<file path="src/rtl/core/sha256h_pkg.sv">
package sha256h_pkg;

  // control from the byte sequencer to the compression unit
  typedef struct packed {
    logic start;  // load block and chaining words, begin 64 rounds
    logic init;   // reload the initial hash values
  } sha256h_ctrl_t;

  localparam logic [31:0] RoundK [64] = '{
    32'h428a2f98, 32'h71374491, 32'hb5c0fbcf, 32'he9b5dba5,
    32'h3956c25b, 32'h59f111f1, 32'h923f82a4, 32'hab1c5ed5,
    32'hd807aa98, 32'h12835b01, 32'h243185be, 32'h550c7dc3,
    32'h72be5d74, 32'h80deb1fe, 32'h9bdc06a7, 32'hc19bf174,
    32'he49b69c1, 32'hefbe4786, 32'h0fc19dc6, 32'h240ca1cc,
    32'h2de92c6f, 32'h4a7484aa, 32'h5cb0a9dc, 32'h76f988da,
    32'h983e5152, 32'ha831c66d, 32'hb00327c8, 32'hbf597fc7,
    32'hc6e00bf3, 32'hd5a79147, 32'h06ca6351, 32'h14292967,
    32'h27b70a85, 32'h2e1b2138, 32'h4d2c6dfc, 32'h53380d13,
    32'h650a7354, 32'h766a0abb, 32'h81c2c92e, 32'h92722c85,
    32'ha2bfe8a1, 32'ha81a664b, 32'hc24b8b70, 32'hc76c51a3,
    32'hd192e819, 32'hd6990624, 32'hf40e3585, 32'h106aa070,
    32'h19a4c116, 32'h1e376c08, 32'h2748774c, 32'h34b0bcb5,
    32'h391c0cb3, 32'h4ed8aa4a, 32'h5b9cca4f, 32'h682e6ff3,
    32'h748f82ee, 32'h78a5636f, 32'h84c87814, 32'h8cc70208,
    32'h90befffa, 32'ha4506ceb, 32'hbef9a3f7, 32'hc67178f2
  };

  localparam logic [31:0] InitHash [8] = '{
    32'h6a09e667, 32'hbb67ae85, 32'h3c6ef372, 32'ha54ff53a,
    32'h510e527f, 32'h9b05688c, 32'h1f83d9ab, 32'h5be0cd19
  };

  localparam logic [7:0] PadByte = 8'h80;
  localparam logic [5:0] LenStart = 6'd56;

  function automatic logic [31:0] rotr(input logic [31:0] x, input int unsigned n);
    rotr = (x >> n) | (x << (32 - n));
  endfunction

  function automatic logic [31:0] big_sig0(input logic [31:0] x);
    big_sig0 = rotr(x, 2) ^ rotr(x, 13) ^ rotr(x, 22);
  endfunction

  function automatic logic [31:0] big_sig1(input logic [31:0] x);
    big_sig1 = rotr(x, 6) ^ rotr(x, 11) ^ rotr(x, 25);
  endfunction

  function automatic logic [31:0] small_sig0(input logic [31:0] x);
    small_sig0 = rotr(x, 7) ^ rotr(x, 18) ^ (x >> 3);
  endfunction

  function automatic logic [31:0] small_sig1(input logic [31:0] x);
    small_sig1 = rotr(x, 17) ^ rotr(x, 19) ^ (x >> 10);
  endfunction

endpackage

</file>
<file path="src/rtl/core/sha256h_core.sv">
module sha256h_core (
  input  logic                       clk_i,
  input  logic                       rst_ni,
  input  sha256h_pkg::sha256h_ctrl_t ctrl_i,
  input  logic [511:0]               block_i,
  output logic                       done_o,
  output logic [255:0]               hash_o
);

  logic [31:0] h_q [8];
  logic [31:0] h_d [8];
  logic [31:0] v_q [8];
  logic [31:0] v_d [8];
  logic [31:0] w_q [16];
  logic [31:0] w_d [16];
  logic [5:0]  round_q, round_d;
  logic        run_q, run_d;
  logic        add_q, add_d;

  logic [31:0] t1, t2, w_new;

  assign t1 = v_q[7] + sha256h_pkg::big_sig1(v_q[4])
            + ((v_q[4] & v_q[5]) ^ (~v_q[4] & v_q[6]))
            + sha256h_pkg::RoundK[round_q] + w_q[0];
  assign t2 = sha256h_pkg::big_sig0(v_q[0])
            + ((v_q[0] & v_q[1]) ^ (v_q[0] & v_q[2]) ^ (v_q[1] & v_q[2]));
  // schedule window: w_q[0] is the word of the current round
  assign w_new = sha256h_pkg::small_sig1(w_q[14]) + w_q[9]
               + sha256h_pkg::small_sig0(w_q[1]) + w_q[0];

  assign done_o = add_q;

  always_comb begin
    for (int j = 0; j < 8; j++) begin
      hash_o[255 - 32 * j -: 32] = h_q[j];
    end
  end

  always_comb begin
    h_d     = h_q;
    v_d     = v_q;
    w_d     = w_q;
    round_d = round_q;
    run_d   = run_q;
    add_d   = 1'b0;
    if (ctrl_i.init) begin
      h_d = sha256h_pkg::InitHash;
    end else if (ctrl_i.start) begin
      v_d     = h_q;
      round_d = '0;
      run_d   = 1'b1;
      for (int j = 0; j < 16; j++) begin
        w_d[j] = block_i[511 - 32 * j -: 32];
      end
    end else if (run_q) begin
      v_d[7] = v_q[6];
      v_d[6] = v_q[5];
      v_d[5] = v_q[4];
      v_d[4] = v_q[3] + t1;
      v_d[3] = v_q[2];
      v_d[2] = v_q[1];
      v_d[1] = v_q[0];
      v_d[0] = t1 + t2;
      for (int j = 0; j < 15; j++) begin
        w_d[j] = w_q[j + 1];
      end
      w_d[15] = w_new;
      round_d = round_q + 6'd1;
      if (round_q == 6'd63) begin
        run_d = 1'b0;
        add_d = 1'b1;
      end
    end else if (add_q) begin
      for (int j = 0; j < 8; j++) begin
        h_d[j] = h_q[j] + v_q[j];
      end
    end
  end

  always_ff @(posedge clk_i or negedge rst_ni) begin
    if (!rst_ni) begin
      h_q     <= sha256h_pkg::InitHash;
      round_q <= '0;
      run_q   <= 1'b0;
      add_q   <= 1'b0;
    end else begin
      h_q     <= h_d;
      round_q <= round_d;
      run_q   <= run_d;
      add_q   <= add_d;
    end
  end

  always_ff @(posedge clk_i) begin
    v_q <= v_d;
    w_q <= w_d;
  end

endmodule

</file>
<file path="src/rtl/core/sha256_byte_stream_hasher.sv">
// a byte word is taken in S_IDLE; a byte that completes a 64-byte block holds ready
// low while the shared round unit runs 64 rounds at one per cycle
// end of message: padding bytes are shifted in one per cycle (up to 64 + 8), with one
// or two compressions; four digest words then go out one per cycle of m_tready_i
// rst_ni is asynchronous and active low: initial hash values, empty block, zero length
module sha256_byte_stream_hasher (
  input  logic        clk_i,
  input  logic        rst_ni,
  input  logic        s_tvalid_i,
  output logic        s_tready_o,
  input  logic [7:0]  s_tdata_i,   // [7:0] message_byte
  input  logic        s_tuser_i,   // byte_present
  input  logic        s_tlast_i,   // end_of_message
  output logic        m_tvalid_o,
  input  logic        m_tready_i,
  output logic [71:0] m_tdata_o,   // [63:0] digest_word, [65:64] word_number, zero fill
  output logic        m_tlast_o    // last_word
);

  localparam logic [1:0] S_IDLE = 2'd0;
  localparam logic [1:0] S_PAD  = 2'd1;
  localparam logic [1:0] S_HASH = 2'd2;
  localparam logic [1:0] S_OUT  = 2'd3;

  logic [1:0]   state_q, state_d;
  logic [5:0]   fill_q, fill_d;
  logic [63:0]  total_q, total_d;
  logic [511:0] blk_q, blk_d;
  logic         end_q, end_d;
  logic         pad80_q, pad80_d;
  logic         len_q, len_d;
  logic         start_q, start_d;
  logic [1:0]   wcnt_q, wcnt_d;

  logic         push;
  logic [7:0]   push_byte;
  logic         init;
  logic         core_done;
  logic [255:0] hash;

  sha256h_pkg::sha256h_ctrl_t ctrl;

  assign ctrl.start = start_q;
  assign ctrl.init  = init;

  sha256h_core u_core (
    .clk_i   (clk_i),
    .rst_ni  (rst_ni),
    .ctrl_i  (ctrl),
    .block_i (blk_q),
    .done_o  (core_done),
    .hash_o  (hash)
  );

  assign m_tvalid_o = (state_q == S_OUT);
  assign m_tlast_o  = (wcnt_q == 2'd3);
  assign m_tdata_o  = {6'd0, wcnt_q, hash[{~wcnt_q, 6'd0} +: 64]};

  always_comb begin
    state_d    = state_q;
    fill_d     = fill_q;
    total_d    = total_q;
    blk_d      = blk_q;
    end_d      = end_q;
    pad80_d    = pad80_q;
    len_d      = len_q;
    start_d    = 1'b0;
    wcnt_d     = wcnt_q;
    push       = 1'b0;
    push_byte  = s_tdata_i;
    init       = 1'b0;
    s_tready_o = 1'b0;
    case (state_q)
      S_IDLE: begin
        s_tready_o = 1'b1;
        if (s_tvalid_i) begin
          if (s_tuser_i) begin
            push    = 1'b1;
            total_d = total_q + 64'd8;
          end
          if (s_tuser_i && fill_q == 6'd63) begin
            state_d = S_HASH;
            start_d = 1'b1;
            end_d   = s_tlast_i;
            pad80_d = s_tlast_i;
            len_d   = 1'b0;
          end else if (s_tlast_i) begin
            state_d = S_PAD;
            end_d   = 1'b1;
            pad80_d = 1'b1;
            len_d   = 1'b0;
          end
        end
      end
      S_PAD: begin
        push = 1'b1;
        if (pad80_q) begin
          push_byte = sha256h_pkg::PadByte;
          pad80_d   = 1'b0;
        end else if (len_q || fill_q == sha256h_pkg::LenStart) begin
          // big-endian bit count, most significant byte at offset 56
          push_byte = total_q[{~fill_q[2:0], 3'd0} +: 8];
          len_d     = 1'b1;
        end else begin
          push_byte = 8'd0;
        end
        if (fill_q == 6'd63) begin
          state_d = S_HASH;
          start_d = 1'b1;
        end
      end
      S_HASH: begin
        if (core_done) begin
          if (len_q) begin
            state_d = S_OUT;
            wcnt_d  = 2'd0;
          end else if (end_q) begin
            state_d = S_PAD;
          end else begin
            state_d = S_IDLE;
          end
        end
      end
      S_OUT: begin
        if (m_tready_i) begin
          wcnt_d = wcnt_q + 2'd1;
          if (wcnt_q == 2'd3) begin
            state_d = S_IDLE;
            init    = 1'b1;
            total_d = '0;
            end_d   = 1'b0;
            len_d   = 1'b0;
            pad80_d = 1'b0;
          end
        end
      end
      default: begin
        state_d = S_IDLE;
      end
    endcase
    if (push) begin
      blk_d  = {blk_q[503:0], push_byte};
      fill_d = fill_q + 6'd1;
    end
  end

  always_ff @(posedge clk_i or negedge rst_ni) begin
    if (!rst_ni) begin
      state_q <= S_IDLE;
      fill_q  <= '0;
      total_q <= '0;
      end_q   <= 1'b0;
      pad80_q <= 1'b0;
      len_q   <= 1'b0;
      start_q <= 1'b0;
      wcnt_q  <= '0;
    end else begin
      state_q <= state_d;
      fill_q  <= fill_d;
      total_q <= total_d;
      end_q   <= end_d;
      pad80_q <= pad80_d;
      len_q   <= len_d;
      start_q <= start_d;
      wcnt_q  <= wcnt_d;
    end
  end

  always_ff @(posedge clk_i) begin
    blk_q <= blk_d;
  end

endmodule
</file>
<file path="config.mk">
export PLATFORM = sky130hd
export DESIGN_NAME = sha256_byte_stream_hasher
export DESIGN_NICKNAME = d
export VERILOG_FILES = /design/src/rtl/core/sha256h_pkg.sv /design/src/rtl/core/sha256h_core.sv /design/src/rtl/core/sha256_byte_stream_hasher.sv
export SDC_FILE = /design/constraint.sdc
export NUM_CORES = 2
export LEC_CHECK = 0
export BUFFER_PORTS_ARGS = -buffer_cell sky130_fd_sc_hd__buf_2
export CORE_MARGIN = 10
export CORE_UTILIZATION = 55
export DETAILED_ROUTE_END_ITERATION = 10
export GPL_ROUTABILITY_DRIVEN = 0
export PLACE_DENSITY = 0.72
export SETUP_SLACK_MARGIN = 0.4
export SKIP_LAST_GASP = 1
export SYNTH_ARGS = -nofsm -noshare
export SYNTH_HDL_FRONTEND = slang
export SYNTH_SLANG_ARGS = --single-unit
</file>
<file path="constraint.sdc">
create_clock -name clk_i -period 47.1 [get_ports clk_i]
set_input_delay 9.42 -clock clk_i [delete_from_list [all_inputs] [get_ports clk_i]]
set_output_delay 9.42 -clock clk_i [all_outputs]
set_load 0.005 [all_outputs]
</file>
# After elaboration in Yosys (flattened, before gate mapping)
# Memory sizes are Yosys's and may differ from the RTL's.
# Index checks and enable logic that the tools add are counted.
# totals
mem_bits_ro	2048
output_inout_bits	75
word_cells	201
n_memories	1
input_bits	14
register_bits	1622
# op_classes
n_reduce_logical	16
bitwise	31
mux	65
n_addsub	22
eq_ne	19
n_lt_le_gt_ge	1
n_shift	2
# memory_table
memory	words	word_bits	read_ports	rd_ports_with_merged_regs	write_ports	line_no	text
(name not given)	64	32	1	0	0	sha256h_core.sv:24	+ sha256h_pkg::RoundK[round_q] + w_q[0];
# op_table
cell	n
256-bit 2-to-1 mux	6
512-bit 2-to-1 mux	2
32-bit adder	18
32-bit XOR	9
64-bit 2-to-1 mux	4
256-bit by 9-bit variable part select with 64-bit output	1
32-bit bitwise AND	5
64-bit case mux with 2 select lines	1
64-bit by 4-bit adder with 64-bit output (second input constant)	1
32-bit 2-to-1 mux	2
64-bit by 7-bit variable part select with 8-bit output	1
32-bit NOT	1
10-bit by 32-bit OR with 32-bit output	1
13-bit by 32-bit OR with 32-bit output	1
14-bit by 32-bit OR with 32-bit output	1
15-bit by 32-bit OR with 32-bit output	1
19-bit by 32-bit OR with 32-bit output	1
21-bit by 32-bit OR with 32-bit output	1
25-bit by 32-bit OR with 32-bit output	1
26-bit by 32-bit OR with 32-bit output	1
30-bit by 32-bit OR with 32-bit output	1
7-bit by 32-bit OR with 32-bit output	1
32-bit by 22-bit XOR with 32-bit output	1
32-bit by 29-bit XOR with 32-bit output	1
other kinds (32)	93

# Depth between registers and ports, before layout
# depth
ltp_word	10
depth_mapped	40

# By module
# A second synthesis with hierarchy kept.
# unflattened
cells_unflattened	7606
hier_area_um2	91687.9
# by_module_without_submodules
mod	cells_per_inst	seq_area_each_um2	area_each_um2	n_inst
sha256h_core	6526	29838.6	70221.1	1
sha256_byte_stream_hasher	1080	17251.5	21466.8	1

# Worst setup path before layout
# OpenSTA, ideal clock, no wires.
# synth_timing
path_type	in2reg
from	input port s_tvalid_i
to	register fill_q[5]
slack_ps	13724
n_path_buf	0
arrival_time_ps	33253
cell_stages	5
setup_ps	123
t_required_ps	46977
path_cell_list	a21oi_1 > nor2_1 > and4_1 > nand3_1 > xnor2_1
# synth_between
elab_chain_len	2
# synth_lines
element	line_no	text
start, declared	sha256_byte_stream_hasher.sv:9	input logic s_tvalid_i,
1-bit 2-to-1 mux	sha256_byte_stream_hasher.sv:76	if (s_tvalid_i) begin
1-bit case mux with 2 select lines	sha256_byte_stream_hasher.sv:73	case (state_q)
via push	sha256_byte_stream_hasher.sv:35	logic push;
end signal, assigned	sha256_byte_stream_hasher.sv:159	fill_q <= fill_d;
end, declared	sha256_byte_stream_hasher.sv:26	logic [5:0] fill_q, fill_d;
# The timed path passes the listed nets, and every way through them passes these cells.
# A chain may end at the register's enable or synchronous reset.

# Worst setup path after layout
# layout_timing
from	register wcnt_q[0]
to	output port m_tdata_o[26]
# layout_between
elab_chain_len	2
# layout_lines
element	line_no	text
start, declared	sha256_byte_stream_hasher.sv:33	logic [1:0] wcnt_q, wcnt_d;
start signal, assigned	sha256_byte_stream_hasher.sv:165	wcnt_q <= wcnt_d;
2-bit NOT	sha256_byte_stream_hasher.sv:57	assign m_tdata_o = {6'd0, wcnt_q, hash[{~wcnt_q, 6'd0} +: 64]};
256-bit by 9-bit variable part select with 64-bit output	sha256_byte_stream_hasher.sv:57	
end, declared	sha256_byte_stream_hasher.sv:16	output logic [71:0] m_tdata_o,
# Every way passes these cells.

==> flow_metrics.py <==
metrics = {
    "status": {
        "outcome": "complete, no violations",
    },
    "global_routing": {
        "grt_max_degree": 185,
        "grt_pass1_vias": 58938,
        "grt-ovfl-total": 0,
        "antenna_found_initial": 8,
        "grt_usage_pct": 26.4,
        "grt_first_pass_wirelength_mm": 366,
    },
    "final_layout": {
        "fin_cells": 9554,
        "drive_gt1_share_pct": 18.3,
        "multiInputGateArea_sq_um": 40700,
        "final-seq-area_sq_um": 47100,
        "syn2layout_area_growth_pct": 8.83,
        "fin_nets": 7846,
        "fill_cells": 12507,
        "design_area_sq_um": 98100,
    },
    "yosys": {
        "synth_area_per_cell_sq_um": 12.4,
        "yosys.area.top_type": "edfxtp_1",
        "synth_most_common_cell": "edfxtp_1",
        "synth_top_family_by_area": "multiplexers",
        "synth.distinct_cells": 114,
        "synth_flop_cell": "edfxtp_1",
        "ys_top_cells_by_area": "edfxtp_1, mux2_2, dfrtp_1",
        "async_reset_ff_share_pct": 20.9,
        "ys_seq_elements": 1619,
        "ys_seq_area_share_pct": 52.2,
        "synthXorXnorAreaFrac_pct": 5.89,
        "synth_common_cells": "edfxtp_1, mux2_2, nand2_1",
        "synthSimpleGateAreaFrac_pct": 7.14,
        "synth_adder_area_share_pct": 10.1,
        "syn_area_sq_um": 90200,
        "postSynthCellCount": 7257,
        "synth_top_area_share_pct": 42.6,
        "synth.area.mux_share_pct": 11.1,
        "yosys_warnings": 0,
        "synth_compound_area_share_pct": 10.8,
        "synth_edf_count": 1280,
    },
    "floorplan": {
        "fp.dieArea_sq_um": 181000,
        "initial_core_util_pct": 55.4,
        "rows": 148,
        "die_height_um": 425,
        "io_pins": 89,
        "die_w_um": 425,
        "coreArea_sq_um": 163000,
    },
    "clock_tree": {
        "clk_pin_slew_ns": 0.06,
        "cts_max_level": 4,
        "cts_made_buffers": 167,
        "post_cts_resized": 0,
        "cts_tree": "built",
        "cts_root_buf": "clkbuf_16",
        "cts_setup_buffers": 0,
        "clkLatencyLatePin_ns": 0.86,
        "cts_buffer_depth": 3,
        "clkSinkCount": 1619,
        "cts_hold_buf": 0,
    },
    "power_and_ir_drop": {
        "ir_worst_vdd_mv": 0.0390,
        "power_density_nw_per_um2": 29.2,
        "power_mw": 2.86,
        "power_leakage_nw": 37.7,
    },
    "route": {
        "detail-route-antenna-nets": 0,
        "routed_wl_mm": 242,
        "drc": 0,
        "wl_per_cell_um": 25.3,
        "drtIter0Drc": 7445,
        "viasPerCell": 6.27,
        "num_vias": 59948,
        "dr.pass1.iters": 9,
    },
    "timing": {
        "min_period_ns": 12.92,
        "period_share_pct": 27.4,
        "setup_viol": 0,
        "fin_skew_ns": 0.0876,
        "rsz0062_at_grt": "false",
        "tns_ns": 0,
        "tightest_slew_ns": 1.29,
        "timing.fmax_mhz": 77.4,
        "finalMaxSlewViolations": 0,
        "maxSlewHeadroom_pct": 14.2,
        "setup_slack_ns": 34.18,
        "finalHoldViolations": 0,
    },
    "placement": {
        "portBuffers": 82,
        "dp.cells": 9245,
        "dpl_cell_area_sq_um": 92700,
        "place_hpwl_mm": 174,
        "place_worst_setup_slack_ns": 33.45,
    },
    "critical_path": {
        "cp.required_ns": 37.68,
        "cp_max_fo": 36,
        "crit_type": "flip-flop to output pin",
        "crit_path_start": "wcnt_q[0]$_DFFE_PN0P_",
        "r2r_start": "u_core.round_q[1]$_DFFE_PN0P_",
        "start_kind": "flip-flop",
        "cp_data_arrival_time_ns": 3.50,
        "endpoint_kind": "output pin",
    },
    "job": {
        "maxCapViolCount": 0,
    },
    "worst_hold_path": {
        "hold_start": "blk_q[64]$_DFFE_PP_",
        "hold_class": "flip-flop to flip-flop",
    },
}
critical path, stage by stage, from the launching register on:
cell	delay, ns
dfrtp_4	0.86
buf_4	0.74
mux4_2	0.75
buf_2	0.19
power breakdown:
| part | total, mW | switching (mW) | internal [mW] |
|---|---|---|---|
| combinational | 0.00944 | 0.00753 | 0.00189 |
| sequential | 1.53 | 0.000912 | 1.53 |
| clock | 1.33 | 0.589 | 0.738 |
| total | 2.86 | 0.597 | 2.27 |
cell usage in the layout (no fill, tap or decap), types with 17 or more instances in the layout:
cell	instances
nand3_1	97
nor2b_1	42
buf_4	56
o21a_1	62
clkinv_2	19
nand2_1	631
mux2i_1	43
o31ai_1	24
or3_1	34
mux2_2	682
inv_1	292
and3_1	47
o21ai_0	366
ha_1	398
a31oi_1	48
a21boi_0	17
nand2b_1	58
xnor2_1	395
dfstp_2	136
o21bai_1	32
buf_2	81
clkbuf_1	42
and2_1	18
fa_1	195
clkinv_1	36
a21oi_1	478
a211oi_1	58
maj3_1	26
mux4_2	85
o211ai_1	103
dfrtp_1	197
nor2_1	307
nand4_1	35
nor3_1	85
edfxtp_1	1280
o21ai_1	21
xor2_1	204
clkbuf_16	169
a21o_1	177
per-stage QoR:
stage	hold WS [ns]	utilization [%]
after global routing	0.428	60.3
after detailed placement	0.427	56.9
after global placement	0.422	56.9
after floorplan	0.420	-
after CTS	0.414	60.3
final	0.420	60.3
layout make-up:
type	instances	share of cell area, %
Antenna cell	2	0.00510
Clock buffer	220	4.60
Clock inverter	87	0.986
Inverter	296	1.14
Multi-Input combinational cell	5011	41.5
Sequential cell	1619	48.0
Tap cell	2175	2.77
Timing Repair Buffer	144	0.979
per-layer routing:
metal / GRT usage [%] / vias to the layer above / share of wire [%]
met4: 12.0 / 4 / 5.0
met1: 36.6 / 29905 / 41
li1: - / 26659 / -
met3: 5.50 / 607 / 9.7
met5: 0 / - / 0.0087
met2: 39.9 / 2773 / 45
cell families after synthesis:
group	count (synthesis)
simple gates	1425
buf+inv	632
mux	810
fa+ha+maj	619
xor+xnor	602
compound gates	1549
other cells	1
flops	1619
sequential cells by signal (all words and copies together), names as in the netlist, 2 cells and up:
signal	flops
total_q	61
u_core.round_q	6
fill_q	6
u_core.v_q	256
wcnt_q	2
blk_q	512
u_core.w_q	512
state_q	2
u_core.hash_o	256
path summary, 6_finish.rpt:
| check | slack (ns) | depth (start not counted) | end |
|---|---|---|---|
| setup / recovery | 34.18 | 3 | m_tdata_o[26] |
| hold / removal | 0.42 | 0 | blk_q[72]$_DFFE_PP_ |
| setup reg to reg | 35.69 | 35 | u_core.v_q[254]$_DFFE_PP_ |
| hold reg to reg | 0.42 | 0 | blk_q[72]$_DFFE_PP_ |
| max in group asynchronous | 36.99 | 2 | wcnt_q[0]$_DFFE_PN0P_ |
| min in group asynchronous | 8.56 | 1 | u_core.hash_o[167]$_DFFE_PN0P_ |
Power figures use the tool's default switching activity.
